<file path="src/rtl/uttok_pkg.sv">
// ----------------------------------------------------------------------------
// uttok_pkg
// Shared types, constants and byte-class functions of the UTF-8 tag span
// tokenizer.
// ----------------------------------------------------------------------------
package uttok_pkg;

    // Fixed field widths of the item ports.
    localparam int BYTE_W  = 8;
    localparam int START_W = 16;
    localparam int LEN_W   = 6;
    localparam int CNT_W   = 16;

    // Defaults of the top-level parameters.
    localparam int MAX_TAG_DEF   = 32;
    localparam int MAX_TEXT_DEF  = 65536;
    localparam int CMDQ_DEPTH_DEF = 4;

    // Reset value of the span limit register.
    localparam logic [CNT_W-1:0] MAX_SPANS_RESET = 16'hFFFF;

    // Characters that drive the tag recognizer.
    localparam logic [BYTE_W-1:0] CH_NUL   = 8'h00;
    localparam logic [BYTE_W-1:0] CH_LT    = 8'h3C;
    localparam logic [BYTE_W-1:0] CH_GT    = 8'h3E;
    localparam logic [BYTE_W-1:0] CH_SLASH = 8'h2F;

    // Tag recognizer phase, one-hot.
    typedef enum logic [3:0] {
        PH_IDLE  = 4'b0001,
        PH_OPEN  = 4'b0010,
        PH_SLASH = 4'b0100,
        PH_NAME  = 4'b1000
    } phase_t;

    // Work handed from the front to the back: a run of one-byte spans for
    // the bytes of a broken tag, then optionally one further span.
    typedef struct packed {
        logic [START_W-1:0] flush_start;
        logic [LEN_W-1:0]   flush_n;
        logic               extra_v;
        logic [START_W-1:0] extra_start;
        logic [LEN_W-1:0]   extra_len;
    } cmd_t;

    // Length of a character from its UTF-8 lead byte; invalid leads count one.
    function automatic logic [2:0] lead_length(input logic [BYTE_W-1:0] b);
        logic [2:0] len;
        if ((b & 8'h80) == 8'h00)      len = 3'd1;
        else if ((b & 8'hE0) == 8'hC0) len = 3'd2;
        else if ((b & 8'hF0) == 8'hE0) len = 3'd3;
        else if ((b & 8'hF8) == 8'hF0) len = 3'd4;
        else                           len = 3'd1;
        return len;
    endfunction

    // Upper-case letters and digits may form a tag name.
    function automatic logic is_name_char(input logic [BYTE_W-1:0] b);
        return ((b >= 8'h41) && (b <= 8'h5A)) || ((b >= 8'h30) && (b <= 8'h39));
    endfunction

endpackage

</file>
<file path="src/rtl/uttok_front.sv">
// ----------------------------------------------------------------------------
// uttok_front
// Takes one text byte per cycle, tracks position, span count, continuation
// bytes and the tag recognizer, and issues span work to the command queue.
// ----------------------------------------------------------------------------
module uttok_front #(
    parameter int MAX_TAG  = uttok_pkg::MAX_TAG_DEF,
    parameter int MAX_TEXT = uttok_pkg::MAX_TEXT_DEF
) (
    input  logic                            clk,
    input  logic                            rst_n,
    input  logic                            accept,
    input  logic [uttok_pkg::BYTE_W-1:0]    text_byte,
    input  logic                            cfg_we,
    input  logic [uttok_pkg::CNT_W-1:0]     cfg_wdata,
    output logic                            cmd_push,
    output uttok_pkg::cmd_t                 cmd
);
    import uttok_pkg::*;

    localparam int POS_W = $clog2(MAX_TEXT + 1);

    logic [CNT_W-1:0] max_reg,   max_next;
    logic [POS_W-1:0] pos_reg,   pos_next;
    logic [CNT_W-1:0] cnt_reg,   cnt_next;
    logic [POS_W-1:0] tstart_reg, tstart_next;
    logic [LEN_W-1:0] tlen_reg,  tlen_next;
    phase_t           phase_reg, phase_next;
    logic [1:0]       cont_reg,  cont_next;

    // Decode of one accepted byte.
    always_comb
    begin
        logic             flush_req;
        logic             idle_req;
        logic             extra_req;
        logic             ok;
        phase_t           ok_phase;
        logic [LEN_W:0]   tlen_ext;
        logic [2:0]       llen;
        logic [START_W-1:0] x_start;
        logic [LEN_W-1:0] x_len;
        logic [CNT_W-1:0] rem;
        logic [LEN_W-1:0] nf;
        logic [CNT_W-1:0] cnt_after;
        logic             x_ok;

        max_next    = cfg_we ? cfg_wdata : max_reg;
        pos_next    = pos_reg;
        cnt_next    = cnt_reg;
        tstart_next = tstart_reg;
        tlen_next   = tlen_reg;
        phase_next  = phase_reg;
        cont_next   = cont_reg;

        flush_req = 1'b0;
        idle_req  = 1'b0;
        extra_req = 1'b0;
        ok        = 1'b0;
        ok_phase  = PH_IDLE;
        tlen_ext  = {1'b0, tlen_reg};
        llen      = lead_length(text_byte);
        x_start   = START_W'(pos_reg);
        x_len     = LEN_W'(llen);

        if (accept) begin
            if (text_byte == CH_NUL) begin
                flush_req = (phase_reg != PH_IDLE);
            end else if ((pos_reg < POS_W'(MAX_TEXT)) && (cnt_reg < max_reg)) begin
                pos_next = pos_reg + POS_W'(1);
                if (cont_reg != 2'd0) begin
                    cont_next = cont_reg - 2'd1;
                end else if (phase_reg == PH_IDLE) begin
                    idle_req = 1'b1;
                end else begin
                    // Tag in progress: close, extend or break.
                    if ((phase_reg == PH_NAME) && (text_byte == CH_GT)) begin
                        ok = 1'b0;
                    end else if ((phase_reg == PH_OPEN) && (text_byte == CH_SLASH)) begin
                        ok       = 1'b1;
                        ok_phase = PH_SLASH;
                    end else if (is_name_char(text_byte)) begin
                        ok       = 1'b1;
                        ok_phase = PH_NAME;
                    end
                    if ((phase_reg == PH_NAME) && (text_byte == CH_GT)
                        && (tlen_ext + 7'd1 <= 7'(MAX_TAG))) begin
                        extra_req  = 1'b1;
                        x_start    = START_W'(tstart_reg);
                        x_len      = tlen_reg + LEN_W'(1);
                        phase_next = PH_IDLE;
                        tlen_next  = '0;
                    end else if (ok && (tlen_ext + 7'd2 <= 7'(MAX_TAG))) begin
                        tlen_next  = tlen_reg + LEN_W'(1);
                        phase_next = ok_phase;
                    end else begin
                        flush_req = 1'b1;
                        idle_req  = 1'b1;
                    end
                end
            end
        end

        // A broken tag returns the recognizer to idle before the byte is redone.
        if (flush_req) begin
            phase_next = PH_IDLE;
            tlen_next  = '0;
        end

        // Idle handling: a tag opens or a character span is issued.
        if (idle_req) begin
            if (text_byte == CH_LT) begin
                phase_next  = PH_OPEN;
                tstart_next = pos_reg;
                tlen_next   = LEN_W'(1);
            end else begin
                extra_req = 1'b1;
                x_start   = START_W'(pos_reg);
                x_len     = LEN_W'(llen);
                cont_next = llen[1:0] - 2'd1;
            end
        end

        // Span limit applied to the flush run and the further span.
        rem       = (cnt_reg < max_reg) ? (max_reg - cnt_reg) : '0;
        nf        = '0;
        if (flush_req) begin
            nf = (rem < CNT_W'(tlen_reg)) ? rem[LEN_W-1:0] : tlen_reg;
        end
        cnt_after = cnt_reg + CNT_W'(nf);
        x_ok      = extra_req && (cnt_after < max_reg);
        cnt_next  = accept ? (cnt_after + CNT_W'(x_ok)) : cnt_reg;

        // The terminator starts a fresh text.
        if (accept && (text_byte == CH_NUL)) begin
            pos_next    = '0;
            cnt_next    = '0;
            tstart_next = '0;
            tlen_next   = '0;
            phase_next  = PH_IDLE;
            cont_next   = '0;
        end

        cmd.flush_start = START_W'(tstart_reg);
        cmd.flush_n     = nf;
        cmd.extra_v     = x_ok;
        cmd.extra_start = x_start;
        cmd.extra_len   = x_len;
        cmd_push        = accept && ((nf != '0) || x_ok);
    end

    // State registers.
    always_ff @(posedge clk or negedge rst_n)
    begin
        if (!rst_n) begin
            max_reg    <= MAX_SPANS_RESET;
            pos_reg    <= '0;
            cnt_reg    <= '0;
            tstart_reg <= '0;
            tlen_reg   <= '0;
            phase_reg  <= PH_IDLE;
            cont_reg   <= '0;
        end else begin
            max_reg    <= max_next;
            pos_reg    <= pos_next;
            cnt_reg    <= cnt_next;
            tstart_reg <= tstart_next;
            tlen_reg   <= tlen_next;
            phase_reg  <= phase_next;
            cont_reg   <= cont_next;
        end
    end

endmodule

</file>
<file path="src/rtl/uttok_cmd_fifo.sv">
// ----------------------------------------------------------------------------
// uttok_cmd_fifo
// Short command queue between the front and the back.
// ----------------------------------------------------------------------------
module uttok_cmd_fifo #(
    parameter int DEPTH = uttok_pkg::CMDQ_DEPTH_DEF
) (
    input  logic            clk,
    input  logic            rst_n,
    input  logic            push,
    input  uttok_pkg::cmd_t push_data,
    input  logic            pop,
    output uttok_pkg::cmd_t head,
    output logic            full,
    output logic            empty
);
    import uttok_pkg::*;

    localparam int PTR_W = (DEPTH > 1) ? $clog2(DEPTH) : 1;
    localparam int CNT_W_Q = $clog2(DEPTH + 1);

    cmd_t               store_reg [DEPTH];
    logic [PTR_W-1:0]   wr_ptr_reg, wr_ptr_next;
    logic [PTR_W-1:0]   rd_ptr_reg, rd_ptr_next;
    logic [CNT_W_Q-1:0] count_reg,  count_next;
    logic               do_push;
    logic               do_pop;

    assign full    = (count_reg == CNT_W_Q'(DEPTH));
    assign empty   = (count_reg == '0);
    assign do_push = push && !full;
    assign do_pop  = pop && !empty;
    assign head    = store_reg[rd_ptr_reg];

    // Pointer and fill count update.
    always_comb
    begin
        wr_ptr_next = wr_ptr_reg;
        rd_ptr_next = rd_ptr_reg;
        if (do_push) begin
            wr_ptr_next = (wr_ptr_reg == PTR_W'(DEPTH - 1)) ? '0 : wr_ptr_reg + PTR_W'(1);
        end
        if (do_pop) begin
            rd_ptr_next = (rd_ptr_reg == PTR_W'(DEPTH - 1)) ? '0 : rd_ptr_reg + PTR_W'(1);
        end
        count_next = count_reg + CNT_W_Q'(do_push) - CNT_W_Q'(do_pop);
    end

    always_ff @(posedge clk or negedge rst_n)
    begin
        if (!rst_n) begin
            wr_ptr_reg <= '0;
            rd_ptr_reg <= '0;
            count_reg  <= '0;
        end else begin
            wr_ptr_reg <= wr_ptr_next;
            rd_ptr_reg <= rd_ptr_next;
            count_reg  <= count_next;
        end
    end

    // Entry storage; no reset needed.
    always_ff @(posedge clk)
    begin
        if (do_push) begin
            store_reg[wr_ptr_reg] <= push_data;
        end
    end

endmodule

</file>
<file path="src/rtl/uttok_back.sv">
// ----------------------------------------------------------------------------
// uttok_back
// Expands queued commands into spans in the result register, one span per
// cycle while the result register is empty or popped.
// ----------------------------------------------------------------------------
module uttok_back (
    input  logic                           clk,
    input  logic                           rst_n,
    input  logic                           q_empty,
    input  uttok_pkg::cmd_t                q_head,
    output logic                           q_pop,
    input  logic                           pop,
    output logic                           empty,
    output logic [uttok_pkg::START_W-1:0]  span_start,
    output logic [uttok_pkg::LEN_W-1:0]    span_length,
    output logic                           last_of_run
);
    import uttok_pkg::*;

    logic               work_v_reg, work_v_next;
    cmd_t               work_reg,   work_next;
    logic               out_v_reg,  out_v_next;
    logic [START_W-1:0] start_reg,  start_next;
    logic [LEN_W-1:0]   len_reg,    len_next;
    logic               last_reg,   last_next;
    logic               adv;
    logic               emit;
    logic               finishing;

    assign adv  = !out_v_reg || pop;
    assign emit = work_v_reg && adv;

    // Span generation and command loading.
    always_comb
    begin
        work_next  = work_reg;
        start_next = start_reg;
        len_next   = len_reg;
        last_next  = last_reg;
        finishing  = 1'b0;

        if (emit) begin
            if (work_reg.flush_n != '0) begin
                start_next           = work_reg.flush_start;
                len_next             = LEN_W'(1);
                finishing            = (work_reg.flush_n == LEN_W'(1)) && !work_reg.extra_v;
                last_next            = finishing;
                work_next.flush_start = work_reg.flush_start + START_W'(1);
                work_next.flush_n    = work_reg.flush_n - LEN_W'(1);
            end else begin
                start_next        = work_reg.extra_start;
                len_next          = work_reg.extra_len;
                last_next         = 1'b1;
                finishing         = 1'b1;
                work_next.extra_v = 1'b0;
            end
        end

        q_pop = !q_empty && (!work_v_reg || (emit && finishing));
        if (q_pop) begin
            work_next = q_head;
        end

        work_v_next = q_pop ? 1'b1 : ((emit && finishing) ? 1'b0 : work_v_reg);
        out_v_next  = emit ? 1'b1 : (pop ? 1'b0 : out_v_reg);
    end

    always_ff @(posedge clk or negedge rst_n)
    begin
        if (!rst_n) begin
            work_v_reg <= 1'b0;
            out_v_reg  <= 1'b0;
        end else begin
            work_v_reg <= work_v_next;
            out_v_reg  <= out_v_next;
        end
    end

    // Payload registers.
    always_ff @(posedge clk)
    begin
        work_reg  <= work_next;
        start_reg <= start_next;
        len_reg   <= len_next;
        last_reg  <= last_next;
    end

    assign empty       = !out_v_reg;
    assign span_start  = start_reg;
    assign span_length = len_reg;
    assign last_of_run = last_reg;

endmodule

</file>
<file path="src/rtl/utf8_tag_span_tokenizer_top.sv">
// ----------------------------------------------------------------------------
// utf8_tag_span_tokenizer_top
// Splits a UTF-8 byte stream into character and tag spans given as start
// offset and length.
//
//  Channel   | Handshake      | Payload
//  ----------+----------------+------------------------------------------
//  input     | push / full    | text_byte
//  result    | pop / empty    | span_start, span_length, last_of_run
//  config    | cfg_we         | cfg_wdata (max_spans)
//
// The front takes one byte per cycle while the command queue has room.
// The back delivers one span per cycle unless the result waits unpopped;
// a broken tag of n pending bytes yields up to n+1 spans, and the input
// stalls once the queue fills. A result passes queue, work and result regs.
// Reset clears all control state and sets max_spans to 65535.
// ----------------------------------------------------------------------------
module utf8_tag_span_tokenizer_top #(
    parameter int MAX_TAG    = uttok_pkg::MAX_TAG_DEF,
    parameter int MAX_TEXT   = uttok_pkg::MAX_TEXT_DEF,
    parameter int CMDQ_DEPTH = uttok_pkg::CMDQ_DEPTH_DEF
) (
    input  logic                           clk,
    input  logic                           rst_n,
    input  logic                           push,
    output logic                           full,
    input  logic [uttok_pkg::BYTE_W-1:0]   text_byte,
    input  logic                           pop,
    output logic                           empty,
    output logic [uttok_pkg::START_W-1:0]  span_start,
    output logic [uttok_pkg::LEN_W-1:0]    span_length,
    output logic                           last_of_run,
    input  logic                           cfg_we,
    input  logic [uttok_pkg::CNT_W-1:0]    cfg_wdata
);
    import uttok_pkg::*;

    logic accept;
    logic cmd_push;
    cmd_t cmd;
    logic cmd_pop;
    cmd_t cmd_head;
    logic cmd_empty;

    assign accept = push && !full;

    // Front: classify each byte and issue span work.
    uttok_front #(
        .MAX_TAG  (MAX_TAG),
        .MAX_TEXT (MAX_TEXT)
    ) u_front (
        .clk       (clk),
        .rst_n     (rst_n),
        .accept    (accept),
        .text_byte (text_byte),
        .cfg_we    (cfg_we),
        .cfg_wdata (cfg_wdata),
        .cmd_push  (cmd_push),
        .cmd       (cmd)
    );

    // Command queue decoupling front and back.
    uttok_cmd_fifo #(
        .DEPTH (CMDQ_DEPTH)
    ) u_fifo (
        .clk       (clk),
        .rst_n     (rst_n),
        .push      (cmd_push),
        .push_data (cmd),
        .pop       (cmd_pop),
        .head      (cmd_head),
        .full      (full),
        .empty     (cmd_empty)
    );

    // Back: expand commands into spans.
    uttok_back u_back (
        .clk         (clk),
        .rst_n       (rst_n),
        .q_empty     (cmd_empty),
        .q_head      (cmd_head),
        .q_pop       (cmd_pop),
        .pop         (pop),
        .empty       (empty),
        .span_start  (span_start),
        .span_length (span_length),
        .last_of_run (last_of_run)
    );

    // A waiting span always has a length between one and the tag limit.
    a_span_len: assert property (@(posedge clk) disable iff (!rst_n)
        !empty |-> ((span_length != '0) && (span_length <= LEN_W'(MAX_TAG))))
        else $error("span length out of range");

    // The front never queues a command that yields no span.
    a_cmd_nonempty: assert property (@(posedge clk) disable iff (!rst_n)
        cmd_push |-> ((cmd.flush_n != '0) || cmd.extra_v))
        else $error("empty command queued");

    // A flush run never exceeds the bytes a tag can hold while still open.
    a_flush_bound: assert property (@(posedge clk) disable iff (!rst_n)
        cmd_push |-> (cmd.flush_n <= LEN_W'(MAX_TAG - 1)))
        else $error("flush run too long");

endmodule
</file>
<file path="config.mk">
export PLATFORM = sky130hd
export DESIGN_NAME = utf8_tag_span_tokenizer_top
export DESIGN_NICKNAME = d
export VERILOG_FILES = /design/src/rtl/uttok_pkg.sv /design/src/rtl/uttok_front.sv /design/src/rtl/uttok_cmd_fifo.sv /design/src/rtl/uttok_back.sv /design/src/rtl/utf8_tag_span_tokenizer_top.sv
export SDC_FILE = /design/constraint.sdc
export NUM_CORES = 1
export LEC_CHECK = 0
export BUFFER_PORTS_ARGS = -buffer_cell sky130_fd_sc_hd__buf_2
export CORE_MARGIN = 2
export CORE_UTILIZATION = 50
export CTS_BUF_LIST = sky130_fd_sc_hd__clkbuf_2 sky130_fd_sc_hd__clkbuf_4 sky130_fd_sc_hd__clkbuf_8
export CTS_CLUSTER_DIAMETER = 60
export DETAILED_ROUTE_END_ITERATION = 7
export PLACE_DENSITY = 0.64
export SYNTH_ARGS = -nofsm -noshare
export SYNTH_HDL_FRONTEND = slang
export SYNTH_SLANG_ARGS = --single-unit
</file>
<file path="constraint.sdc">
create_clock -name clk -period 11.7 [get_ports clk]
set_clock_uncertainty 0.15 [all_clocks]
set_input_delay 0 -clock clk [delete_from_list [all_inputs] [get_ports clk]]
set_output_delay 0 -clock clk [all_outputs]
set_load 0.005 [all_outputs]
</file>
Word level (Yosys, flattened, before mapping)
Memories as Yosys holds them, arrays and structs flattened.
Index checks and enable logic that the tools add are counted.

storage, ports and cells
  register bits after elaboration = 154
  RAM bits = 180
  input port bits = 29
  output and inout port bits = 25
  word-level logic and storage cells = 213
  memories kept = 1

cells by class
  add/subtract/negate cells = 15
  magnitude comparators = 10
  eq/ne operators = 16
  multiplexer cells = 107
  reductions and logical operators = 44

memory list
  memory            depth  width  read ports  clocked after Yosys merged registers in  wr ports  RTL line              text
  u_fifo.store_reg  4      45     1           0                                        1         uttok_cmd_fifo.sv:22  cmd_t store_reg [DEPTH];

operators by type and width
  kind                                                                   number
  16-bit 2-to-1 mux                                                      15
  6-bit 2-to-1 mux                                                       21
  17-bit 2-to-1 mux                                                      4
  4-bit 2-to-1 mux                                                       14
  45-bit 2-to-1 mux                                                      1
  1-bit 2-to-1 mux                                                       37
  16-bit < comparator                                                    2
  8-bit by 6-bit equality test with 1-bit output, second input constant  3
  23-bit 2-to-1 mux                                                      1
  22-bit 2-to-1 mux                                                      1
  2-bit 2-to-1 mux                                                       9
  2-bit nonzero test                                                     9
  17-bit by 1-bit adder with 17-bit output, second input constant        1
  1-bit logical AND                                                      17
  17-bit < comparator, second input constant                             1
  16-bit by 1-bit adder with 16-bit output                               1
  16-bit by 1-bit adder with 16-bit output, second input constant        1
  16-bit by 6-bit adder with 16-bit output                               1
  8-bit logical NOT                                                      2
  16-bit by 6-bit < comparator with 1-bit output                         1
  16-bit subtractor                                                      1
  7-bit by 6-bit <= comparator with 1-bit output, second input constant  2
  3-bit 2-to-1 mux                                                       4
  6-bit nonzero test                                                     2
  other kinds (26)                                                       41

Longest topological paths before layout
  word-level depth = 28
  depth in mapped cells = 42
  gate-level depth less buffers = 40

Cells and area by module
A second synthesis with hierarchy kept.

second synthesis, totals
  cell total of the unflattened synthesis = 1,312
  area, all modules = 16,463.3 um^2

modules (own cells, without submodules)
  module                       instances  cells each  area each (um^2)  sequential area each (um^2)
  uttok_cmd_fifo               1          274         6,929.1           5,580.4
  uttok_front                  1          816         6,374.9           1,948.1
  uttok_back                   1          221         3,145.5           2,092.0
  utf8_tag_span_tokenizer_top  1          1           13.8              0.0

Worst setup path after synthesis
Ideal clock, no wire load.

  path kind = flip-flop to flip-flop
  start = register u_front.max_reg[11]
  end = memory u_fifo.store_reg[0][0] (netlist name) (enable)
  library setup time = 453 ps
  arrival time = 9,135 ps
  required time = 11,097 ps
  path slack = 1,962 ps
  cell stages (with the launch flop) = 36
  buffers on the path = 2
  clock period less this slack = 9,738 ps
  path through = dfstp_2 ha_1 buf_2 a21oi_1 o21ai_0 a221oi_1 a21o_1 buf_2 nor2_1 ha_1 a211oi_1 o21ai_0 a221o_1 a21o_1 a31oi_2 mux2i_1 nor2_1 ha_1 fa_1 a21o_1 a21oi_1 o211ai_1 o2111ai_1 nor2_1 xnor2_1 inv_1 ha_1 a21o_1 a21o_1 a21oi_1 o21ai_0 a21oi_1 and3_1 o21ba_2 o211a_2 nor2b_1

RTL lines
  item                      RTL line              text
  start: declaration        uttok_front.sv:23     logic [CNT_W-1:0] max_reg, max_next;
  start signal: assignment  uttok_front.sv:164    max_reg <= max_next;
  end: declaration          uttok_cmd_fifo.sv:22

==> summary.txt <==
status -> finished with violations
violated checks -> DRC
Main synth FF type -> edfxtp_1
CTS tree -> built
met1 usage -> 0.343
via count -> 10789
Ys Warns -> 0
f_max -> 0.0994 GHz
busiest layer in global routing -> met1
Worst setup SP type -> register
simple-gate share of the synthesized area -> 0.119
Final Max Slew Viols -> 0
drt pass-1 iters -> 8
unrepaired setup endpoints after global routing -> no
XOR/XNOR share of the synthesized area -> 0.0341
die footprint -> 0.0338 mm^2
GR Util met3 -> 0.0355
Power Density -> 213 mW/mm^2
Worst Max-Slew Pin Slew -> 1.07 ns
first-pass GRT wire length -> 58.9 mm
post-synthesis mux area share -> 0.0757
Cell variety after synth -> 78
CTS Sinks -> 334
DIE WIDTH -> 184 um
Final Setup Violations -> 0
Initial Util -> 0.510
Synth Net Count -> 1394
initial antenna violation count -> 0
max FFs per register -> 180
CP arrival -> 10.13 ns
Yosys reg bits -> 334
Avg WL per Cell -> 19.3 um
Synth top area share -> 0.461
crit share post-route -> 0.860
clk slew on worst S/H paths -> 0.06 ns
TritonCTS buffer count -> 54
total negative slack -> 0 ns
gpl congestion -> 0.923
DIE HEIGHT -> 184 um
Place WS -> 1.68 ns
CTS root buf -> clkbuf_8
reg2reg path depth -> 34
Post-Synth Adder-Cell Area -> 0.0494
Max Buffers Root-to-Sink -> 3
HP Start -> text_byte[4]
# rows -> 65
worst skew pair latency -> 0.61 ns
Worst slew margin -> 0.284
most area-hungry cell type in the Yosys netlist -> edfxtp_1
post_cts resized -> 0
Syn-to-layout area delta -> 16.0%
Tmin final -> 10.06 ns
gr usage total -> 0.224
Max-Cap Viols -> 0
main combinational cell family by area after synthesis -> simple AND/OR/NAND/NOR gates
worst path required time -> 11.78 ns
worst setup path class -> reg -> reg
synthesized area -> 0.0162 mm^2
Final nets -> 1536
Seq/Total Area, Yosys -> 0.595
DRC errors left -> 2
Leak -> 0.00706 uW
Crit path largest cell delay -> 0.56 ns
Fin Hold WS -> 0.0748 ns
largest net degree at the start of global routing -> 72
hpwl dp -> 24.5 mm
crit path max-delay cell type -> a221oi_1
Reg2Reg Launch Point -> u_front.max_reg[11]
H-tree Lvls -> 2
DRT Wirelength -> 36.6 mm
via/cell ratio -> 5.70
internal reg-to-reg setup slack -> 1.64 ns
vias in the first global route -> 10600
worst hold path endpoint -> u_front.pos_reg[0]
Hold Path Stages -> 5
endpoints failing hold -> 0
CP endpoint kind -> register
Peak VDD IR -> 0.0981 mV
DRT iter0 DRCs -> 938
routing usage on met2 -> 0.338
ys async rst share -> 0.257
largest cells by area after synthesis -> edfxtp_1, dfrtp_1, mux4_2
Hold/Removal Path Class -> in -> reg
Ports -> 54
cell mode on critical path -> a21o_1
n_diodes -> 0
Crit Path Max Fanout -> 28
post-route ant nets -> 0
Synth Area in Compound Gates -> 0.0940
total grt overflow -> 0
number of flops mapped to enable cells by yosys -> 248
Final WS setup -> 1.64 ns
share of cells above drive strength 1 -> 0.171
IO Port Bufs -> 53
Critical R2R Capture -> u_fifo.store_reg[1][10]
Core ar. -> 0.0317 mm^2
Post-Synthesis Cells -> 1303
Syn Area/Cell -> 12.4 um^2
-- per-stage QoR --
step / util / power (uW) / instances / instance area, um^2
CTS: 0.591 / 4010 / 1893 / 18700
global route: 0.591 / 4240 / 1893 / 18700
finish: 0.591 / 3990 / 1893 / 18700
detailed placement: 0.532 / 2950 / 1718 / 16900
global placement: 0.532 / 2930 / 1718 / 16900
floorplan: - / 2600 / 1303 / 16200
-- cells in the final DEF (no fill, tap or decap), drive strengths merged, types with 20 or more instances in the layout --
cell / synthesis / final
clkbuf: 37 / 80
ha: 59 / 59
nand2: 157 / 157
dlygate4sd3: 0 / 72
o21ai: 99 / 99
nand3: 52 / 52
xnor2: 45 / 45
nand4: 20 / 20
nor2: 73 / 73
dfrtp: 69 / 69
edfxtp: 248 / 248
buf: 17 / 68
inv: 82 / 85
mux4: 45 / 45
nor3: 20 / 20
a21oi: 47 / 47
-- synth_stat cells (all sizes together), types with 18 or more instances --
| library cell | count |
|---|---|
| clkbuf | 37 |
| nand3 | 52 |
| nor3 | 20 |
| o21ai | 99 |
| dfrtp | 69 |
| nand2 | 157 |
| edfxtp | 248 |
| mux4 | 45 |
| a21oi | 47 |
| xor2 | 18 |
| xnor2 | 45 |
| ha | 59 |
| nor2 | 73 |
| nand4 | 20 |
| inv | 82 |
-- cell families (layout without fill, tap and decap cells) --
| kind of cell | Yosys count | count (layout) |
|---|---|---|
| AO/OA/AOI/OAI | 240 | 240 |
| XOR/XNOR | 63 | 63 |
| adder cells (fa/ha/maj) | 62 | 62 |
| buffers and inverters | 137 | 325 |
| flip-flops | 334 | 334 |
| multiplexers | 64 | 64 |
| AND/OR/NAND/NOR | 403 | 403 |
-- worst max-delay path, delay by kind of cell (launching register included) --
family	cells	cell delay (ns)
xor gates and xnor gates	1	0.39
muxes	1	0.25
AOI/OAI and AO/OA	20	5.09
DFF	1	0.53
buffers and inverters	2	0.60
adders and majority gates	5	1.47
and+or+nand+nor	5	1.19
-- layout make-up --
cell class                      instances  area [um^2]
Fill cell                            2514        13000
Sequential cell                       334         9620
Multi-Input combinational cell        832         6060
Timing Repair Buffer                  140         1110
Clock buffer                           80          988
Tap cell                              402          503
Inverter                               83          312
Clock inverter                         22          144
-- timing repair --
item | in CTS | in global routing
endpoints found under the hold margin | 126 | 0
setup buffers | 0 | 0
hold buffers | 73 | 0
-- metal layers --
layer	up-vias	wire, um	part of all wire
met5	-	0	0
met4	0	723	0.020
met3	63	2230	0.061
met2	357	16100	0.44
met1	5261	17600	0.48
li1	5108	-	-
-- worst max-delay path by stage --
stage          depth (start not counted)  slack (ns)           startpoint                       to
2_1_floorplan                         35        1.96  u_front.max_reg[11]   u_fifo.store_reg[0][0]
3_3_place_gp                          34        1.94  u_front.max_reg[11]   u_fifo.store_reg[1][5]
3_5_place_dp                          34        1.68  u_front.max_reg[11]   u_fifo.store_reg[1][5]
4_1_cts                               34        1.64  u_front.max_reg[11]  u_fifo.store_reg[1][10]
5_1_grt                               34        0.93  u_front.max_reg[11]   u_fifo.store_reg[1][2]
6_report                              34        1.64  u_front.max_reg[11]  u_fifo.store_reg[1][10]
-- power breakdown --
| group | switching (uW) | internal, uW |
|---|---|---|
| clock | 461 | 568 |
| combinational | 754 | 556 |
| sequential | 116 | 1530 |
No activity file was read; power rests on OpenSTA's default activity.
